`src/hdl/pfa_pkg.sv`:
```
// ----------------------------------------------------------------------------
// pfa_pkg
// Shared widths, constants and controller/datapath interface types for the
// power factor accumulator.
// ----------------------------------------------------------------------------
package pfa_pkg;

   localparam int SAMPLE_WIDTH  = 16;
   localparam int PROD_WIDTH    = 2 * SAMPLE_WIDTH;
   localparam int ACC_WIDTH     = 48;
   localparam int HALF_WIDTH    = ACC_WIDTH / 2;
   localparam int W_WIDTH       = 2 * ACC_WIDTH;
   localparam int PF_WIDTH      = 16;
   localparam int M_WIDTH       = 16;
   localparam int BIT_IDX_WIDTH = $clog2(M_WIDTH);
   localparam int T_WIDTH       = W_WIDTH + M_WIDTH;
   localparam int SRCH_WIDTH    = W_WIDTH + 2 * M_WIDTH;
   localparam int R_SHIFT       = 30;
   localparam int MUL_STEPS     = 4;
   localparam int MUL_CNT_WIDTH = $clog2(2 * MUL_STEPS);

   localparam logic [1:0] MUL_STEP_LL = 2'b00;
   localparam logic [1:0] MUL_STEP_HH = 2'b11;

   typedef struct packed {
      logic                     take;
      logic                     clear_acc;
      logic                     mul_clr;
      logic                     mul_en;
      logic                     mul_sel;
      logic [1:0]               mul_step;
      logic                     srch_init;
      logic                     srch_a;
      logic                     srch_b;
      logic [BIT_IDX_WIDTH-1:0] bit_idx;
      logic                     load_out;
      logic                     out_zero;
   } pfa_cmd_type;

   typedef struct packed {
      logic zero_energy;
   } pfa_stat_type;

endpackage

```
`src/hdl/pfa_ctrl.sv`:
```
// ----------------------------------------------------------------------------
// pfa_ctrl
// Sequencer: sample intake, accumulator drain, multiply steps, result bit
// search and result register hand-off.
// ----------------------------------------------------------------------------
module pfa_ctrl
   import pfa_pkg::*;
(
   input  logic         clock,
   input  logic         reset,
   input  logic         req_tvalid,
   output logic         req_tready,
   input  logic         req_tlast,
   output logic         rsp_tvalid,
   input  logic         rsp_tready,
   input  pfa_stat_type stat,
   output pfa_cmd_type  cmd
);

   typedef enum logic [2:0] {
      S_ACCUM,
      S_DRAIN,
      S_CHECK,
      S_MUL,
      S_MUL_DRAIN,
      S_SRCH_A,
      S_SRCH_B,
      S_FINISH
   } state_type;

   state_type                state_ff, state_in;
   logic [MUL_CNT_WIDTH-1:0] step_ff, step_in;
   logic [BIT_IDX_WIDTH-1:0] bit_ff, bit_in;
   logic                     zero_ff, zero_in;
   logic                     rsp_tvalid_ff, rsp_tvalid_in;
   logic                     out_free;

   assign out_free   = !rsp_tvalid_ff || rsp_tready;
   assign req_tready = (state_ff == S_ACCUM);
   assign rsp_tvalid = rsp_tvalid_ff;

   always_comb begin
      state_in      = state_ff;
      step_in       = step_ff;
      bit_in        = bit_ff;
      zero_in       = zero_ff;
      rsp_tvalid_in = rsp_tvalid_ff && !rsp_tready;
      cmd           = '0;
      cmd.mul_sel   = step_ff[MUL_CNT_WIDTH-1];
      cmd.mul_step  = step_ff[1:0];
      cmd.bit_idx   = bit_ff;
      cmd.out_zero  = zero_ff;
      case (state_ff)
         S_ACCUM: begin
            cmd.take = req_tvalid;
            if (req_tvalid && req_tlast) begin
               state_in = S_DRAIN;
            end
         end
         S_DRAIN: begin
            state_in = S_CHECK;
         end
         S_CHECK: begin
            cmd.mul_clr = 1'b1;
            zero_in     = stat.zero_energy;
            step_in     = '0;
            state_in    = stat.zero_energy ? S_FINISH : S_MUL;
         end
         S_MUL: begin
            cmd.mul_en = 1'b1;
            step_in    = step_ff + 1'b1;
            if (step_ff == '1) begin
               state_in = S_MUL_DRAIN;
            end
         end
         S_MUL_DRAIN: begin
            cmd.srch_init = 1'b1;
            bit_in        = '1;
            state_in      = S_SRCH_A;
         end
         S_SRCH_A: begin
            cmd.srch_a = 1'b1;
            state_in   = S_SRCH_B;
         end
         S_SRCH_B: begin
            cmd.srch_b = 1'b1;
            bit_in     = bit_ff - 1'b1;
            state_in   = (bit_ff == '0) ? S_FINISH : S_SRCH_A;
         end
         S_FINISH: begin
            if (out_free) begin
               cmd.load_out  = 1'b1;
               cmd.clear_acc = 1'b1;
               rsp_tvalid_in = 1'b1;
               state_in      = S_ACCUM;
            end
         end
         default: begin
            state_in = S_ACCUM;
         end
      endcase
   end

   always_ff @(posedge clock) begin
      if (reset) begin
         state_ff      <= S_ACCUM;
         step_ff       <= '0;
         bit_ff        <= '0;
         zero_ff       <= 1'b0;
         rsp_tvalid_ff <= 1'b0;
      end else begin
         state_ff      <= state_in;
         step_ff       <= step_in;
         bit_ff        <= bit_in;
         zero_ff       <= zero_in;
         rsp_tvalid_ff <= rsp_tvalid_in;
      end
   end

   a_no_overwrite: assert property (@(posedge clock) disable iff (reset)
      cmd.load_out |-> (!rsp_tvalid_ff || rsp_tready))
      else $error("result register loaded while a transfer is pending");

   a_search_seq: assert property (@(posedge clock) disable iff (reset)
      (state_ff == S_SRCH_B) |=> (state_ff == S_SRCH_A || state_ff == S_FINISH))
      else $error("search pass left out of sequence");

   a_rsp_source: assert property (@(posedge clock) disable iff (reset)
      $rose(rsp_tvalid_ff) |-> $past(state_ff == S_FINISH))
      else $error("result raised outside finish");

   a_no_intake_busy: assert property (@(posedge clock) disable iff (reset)
      (state_ff == S_MUL || state_ff == S_SRCH_A || state_ff == S_SRCH_B) |-> !cmd.take)
      else $error("sample taken during computation");

endmodule

```
`config.mk`:
```
export PLATFORM = sky130hd
export DESIGN_NAME = pfa_ctrl
export DESIGN_NICKNAME = d
export VERILOG_FILES = /design/src/hdl/pfa_pkg.sv /design/src/hdl/pfa_ctrl.sv
export SDC_FILE = /design/constraint.sdc
export NUM_CORES = 1
export LEC_CHECK = 0
export BUFFER_PORTS_ARGS = -buffer_cell sky130_fd_sc_hd__buf_2
export CAP_MARGIN = 30
export CELL_PAD_IN_SITES_DETAIL_PLACEMENT = 2
export CELL_PAD_IN_SITES_GLOBAL_PLACEMENT = 2
export CORE_UTILIZATION = 28
export DETAILED_ROUTE_END_ITERATION = 6
export HOLD_SLACK_MARGIN = 0.08
export PLACE_DENSITY_LB_ADDON = 0.15
export SLEW_MARGIN = 20
export SYNTH_ARGS = -nofsm -noshare
export SYNTH_HDL_FRONTEND = slang
export SYNTH_SLANG_ARGS = --single-unit
```
`constraint.sdc`:
```
create_clock -name clock -period 3.5 [get_ports clock]
set_clock_uncertainty 0.05 [all_clocks]
set_input_delay 0.525 -clock clock [delete_from_list [all_inputs] [get_ports clock]]
set_output_delay 0.525 -clock clock [all_outputs]
set_load 0.05 [all_outputs]
```
# Yosys cells after proc, flatten, opt, wreduce, memory -nomap -nowiden
# Index checks and enable logic that the tools add are counted.
dict set report op_classes {
  n_reduce_logical 10
  muxes 18
  n_eq_ne 11
  add_sub_neg 2
}
# operator count
set op_table {}
lappend op_table {{$pmux W3 S8} 1}
lappend op_table {{$eq A3 B3 Y1 const B} 5}
lappend op_table {{$mux W3} 4}
lappend op_table {{$mux W1} 10}
lappend op_table {{$pmux W4 S2} 1}
lappend op_table {{$eq A3 B2 Y1 const B} 2}
lappend op_table {{$pmux W3 S2} 1}
lappend op_table {{$logic_not A4 Y1} 1}
lappend op_table {{$ne A2 B2 Y1 const B} 2}
lappend op_table {{$reduce_bool A2 Y1} 2}
lappend op_table {{$sub A4 B1 Y4 const B} 1}
lappend op_table {{$add A3 B1 Y3 const B} 1}
lappend op_table {{$eq A3 B1 Y1 const B} 1}
lappend op_table {{$logic_not A3 Y1} 1}
lappend op_table {{$reduce_and A3 Y1} 1}
lappend op_table {{$logic_and A1 B1 Y1} 2}
lappend op_table {{$logic_not A1 Y1} 2}
lappend op_table {{$mux W2} 1}
lappend op_table {{$ne A2 B1 Y1 const B} 1}
lappend op_table {{$logic_or A1 B1 Y1} 1}
dict set report totals {
  in_bits 6
  elab_cells 46
  out_inout_bits 18
  reg_bits 12
}

# Longest topological paths before layout
dict set report depth {
  depth_word 4
  depth_mapped 5
  ltp_nobuf 5
}

# Worst setup path before layout
# No wires, ideal clock.
dict set report synth_path {
  path_kind {reg2out}
  from {register state_ff[1]}
  to {output cmd[15] (netlist bit)}
  path_slack_ns 0.711
  arrival_time_ns 2.214
  path_stages_with_launch 4
  required_ns 2.925
  n_path_buf 1
  cell_sequence {dfxtp_1 -> buf_2 -> nor3_1 -> and2_1}
}
# item line
set synth_lines {}
lappend synth_lines {{start: declaration} pfa_ctrl.sv:31} ;# state_type state_ff, state_in;
lappend synth_lines {{start signal: assignment} pfa_ctrl.sv:112} ;# state_ff <= state_in;
lappend synth_lines {{end: declaration} pfa_ctrl.sv:17} ;# output pfa_cmd_type cmd

==> summary.md <==
| Metric | Value |
|---|---|
| Outcome | `finished, final reports clean` |
| Vias in the first global route | `between 600 and 700` |
| Peak supply drop | `~0.00025 V` |
| Post-CTS Resized | `0` |
| Synth area leader | `dfxtp_1` |
| Setup TNS | `0 ns` |
| Top FF cell, synth | `dfxtp_1` |
| Commonest non-fill, non-tap cell in the layout | `buf_2` |
| Worst slack, placed | `~1.6 ns` |
| H-Tree Level Count | `1` |
| Area occupied by multi-input gates | `around 380 um2` |
| R2r setup slk | `roughly 1.9 ns` |
| Drt via density | `4.945` |
| Final core utilization | `a little over a third` |
| Synth-to-layout area growth | `21.26%` |
| Busiest grt layer | `met2` |
| CP Max Fanout | `20` |
| Synth Register Bits | `12` |
| Initial antenna violation count | `0` |
| Met1 global-route usage | `between 10% and 20%` |
| Chip width | `a little over 50 um` |
| Routed WL | `1.734 mm` |
| Post-CTS setup buffers | `0` |
| Filler cell count | `276` |
| Residual DRC | `0` |
| Synth cell types | `30` |
| PwrDens | `around 640 mW/mm2` |
| Post-DR wirelength/cell | `between 10 and 15 um` |
| Asr flop ratio synth | `0%` |
| Yosys warns | `0` |
| WP data arrival | `1.64 ns` |
| Worst-Margin Slew | `0.5746 ns` |
| Required time of the worst setup path | `approximately 2.9 ns` |
| Clock insertion delay at the later pin of the skew report | `between 0.2 and 0.3 ns` |
| Critical Path Max Stage Delay | `0.70 ns` |
| Final net count | `111` |
| Post-route ant nets | `0` |
| Total global-route track usage | `approximately 15%` |
| Hold crit path type | `reg2reg` |
| Max cap viols | `0` |
| Syn_nets | `slightly above 90` |
| CP delay by family, top | `flip-flops` |
| Post-synth EDFFs | `0` |
| CTS tree | `done` |
| RR Endpoint | `state_ff[1]` |
| Clk buf depth | `2` |
| Crit-path slowest cell | `dfxtp_1` |
| Commonest cells after routing, fill and taps aside | `23 x buf_2, 12 x dfxtp_1, 7 x nand2_1` |
| Lkg Pwr | `slightly below 0.4 nW` |
| Core footprint | `0.002255 mm2` |
| Clock Root Buffer | `clkbuf_4` |
| Critical Path Start Type | `flop` |
| Sequential area share after synthesis | `35.49%` |
| Crit path cell chain | `nand3_1 > nor2_1 > buf_2` |
| Rows | `17` |
| Final worst path period share | `a little over three fifths` |
| RSZ-0062 raised after global routing | `no` |
| Total power | `between 500 and 600 uW` |
| Hold WS | `between 0.4 and 0.5 ns` |
| Die area | `0.002618 mm2` |
| # hold bufs at CTS | `0` |
| R2r startpoint | `bit_ff[0]` |
| Met2 Use GR | `a little over a quarter` |
| Mapped Area | `around 680 um2` |
| CTS Sinks | `12` |
| Worst Setup SP | `state_ff[0]` |
| Reg area | `roughly 240 um2` |
| Largest cells by area after synthesis | `dfxtp_1 35%, ha_1 7.4%, nand2_1 3.9%` |
| PortBufs | `23` |
| Fmax | `between 400 and 500 MHz` |
| Share of cells above drive strength 1 | `about 29%` |
| Nature of the critical path endpoint | `primary output` |
| Cell area after placement | `~780 um2` |
| Worst-path clk slew | `approximately 0.09 ns` |
| Routed via count | `approximately 630` |
| Mean post-synth cell area | `8.357 um2` |
| Final hold viol count | `0` |
| Hold Path Stages | `2` |
| First-pass GRT wire length | `around 2.8 mm` |
| M3 GR Usage | `roughly 2.7%` |
| GP Congestion | `between 0.6 and 0.7` |
| Die Height | `51.17 um` |
| Final setup fails | `0` |
| Critical path class | `reg2out` |
| Number of I/O pins | `24` |
| Starting Density | `between 30% and 40%` |
| Final cell count without fillers | `128` |
| Antenna cell count | `0` |
| Crit path time final | `~2.2 ns` |
| Finished Cell Area | `~800 um2` |
| Cells after Synth | `81` |
| Detailed placement HPWL | `1.300 mm` |
| Pin count of the biggest net entering global routing | `21` |
| Yosys top cell area share | `35.49%` |
| Max-slew headroom | `between 60% and 70%` |
| Fin. max-slew vios | `0` |
| CP Depth | `3` |
| Initial drt markers | `0` |
| Final worst slack | `about 1.3 ns` |
| CP bufs+invs | `1` |
| Placed Instances | `124` |
| CTS buffer count | `3` |
| DRT Pass-1 Iters | `1` |
| CP Capture Point | `cmd[1]` |
| Grt ovf | `0` |
| Worst R2R Path Depth | `5` |
## worst min path at each step
| stage | end | from |
|---|---|---|
| floorplan | zero_ff | zero_ff |
| global placement | step_ff[2] | step_ff[2] |
| detailed placement | zero_ff | zero_ff |
| CTS | zero_ff | stat |
| global route | zero_ff | stat |
| finish | step_ff[2] | step_ff[2] |
## cell families (layout without fill, tap and decap cells)
kind of cell    Yosys count  after routing  share of synthesized area (%)
simple gates             35             35                          29.39
compound gates           17             17                          17.93
xor+xnor                  1              1                          1.294
fa+ha+maj                 4              4                          7.394
flops                    12             12                          35.49
buf+inv                  12             31                          8.502
## worst register-to-register path, delay by kind of cell, from the launching register on
kind | cells | cell delay, ns
AOI/OAI and AO/OA | 2 | 0.49
and+or+nand+nor | 1 | 0.37
DFF | 1 | 0.36
adders and majority gates | 1 | 0.16
buffers and inverters | 1 | 0.10
## layout make-up
type	count	area share (%)
well taps	28	4.268
inverters	4	1.829
repair buffers	23	14.02
clock buffers	4	4.421
multi-input cells	57	46.19
flip-flops and latches	12	29.27
## sequential cells by signal, summed over array words and instances, names as in the netlist
signal      flops
zero_ff         1
bit_ff          4
state_ff        3
rsp_tvalid      1
step_ff         3
## power breakdown
| part | total (mW) | internal [mW] | switching [mW] |
|---|---|---|---|
| Clock | 0.117 | 0.0632 | 0.0542 |
| Sequential | 0.194 | 0.154 | 0.0399 |
| Combinational | 0.216 | 0.0679 | 0.148 |
## synthesized netlist by cell type (2+ instances only)
| cell | n |
|---|---|
| a211o_1 | 2 |
| nor2b_1 | 4 |
| inv_1 | 4 |
| and2_1 | 2 |
| nor2_1 | 5 |
| a211oi_1 | 2 |
| dfxtp_1 | 12 |
| nand3_1 | 3 |
| nand3b_1 | 3 |
| a31oi_1 | 2 |
| a21oi_1 | 5 |
| buf_2 | 4 |
| o21ai_0 | 2 |
| nor3_1 | 2 |
| nand2b_1 | 2 |
| ha_1 | 4 |
| nand2_1 | 7 |
| a21o_1 | 2 |
| clkbuf_1 | 2 |
| buf_4 | 2 |
## metal layers
metal	vias up	routed length, um
li1	317	-
met1	299	793
met5	-	0
met3	2	63
met4	0	10
met2	15	866
(Power assumes the default switching activity.)
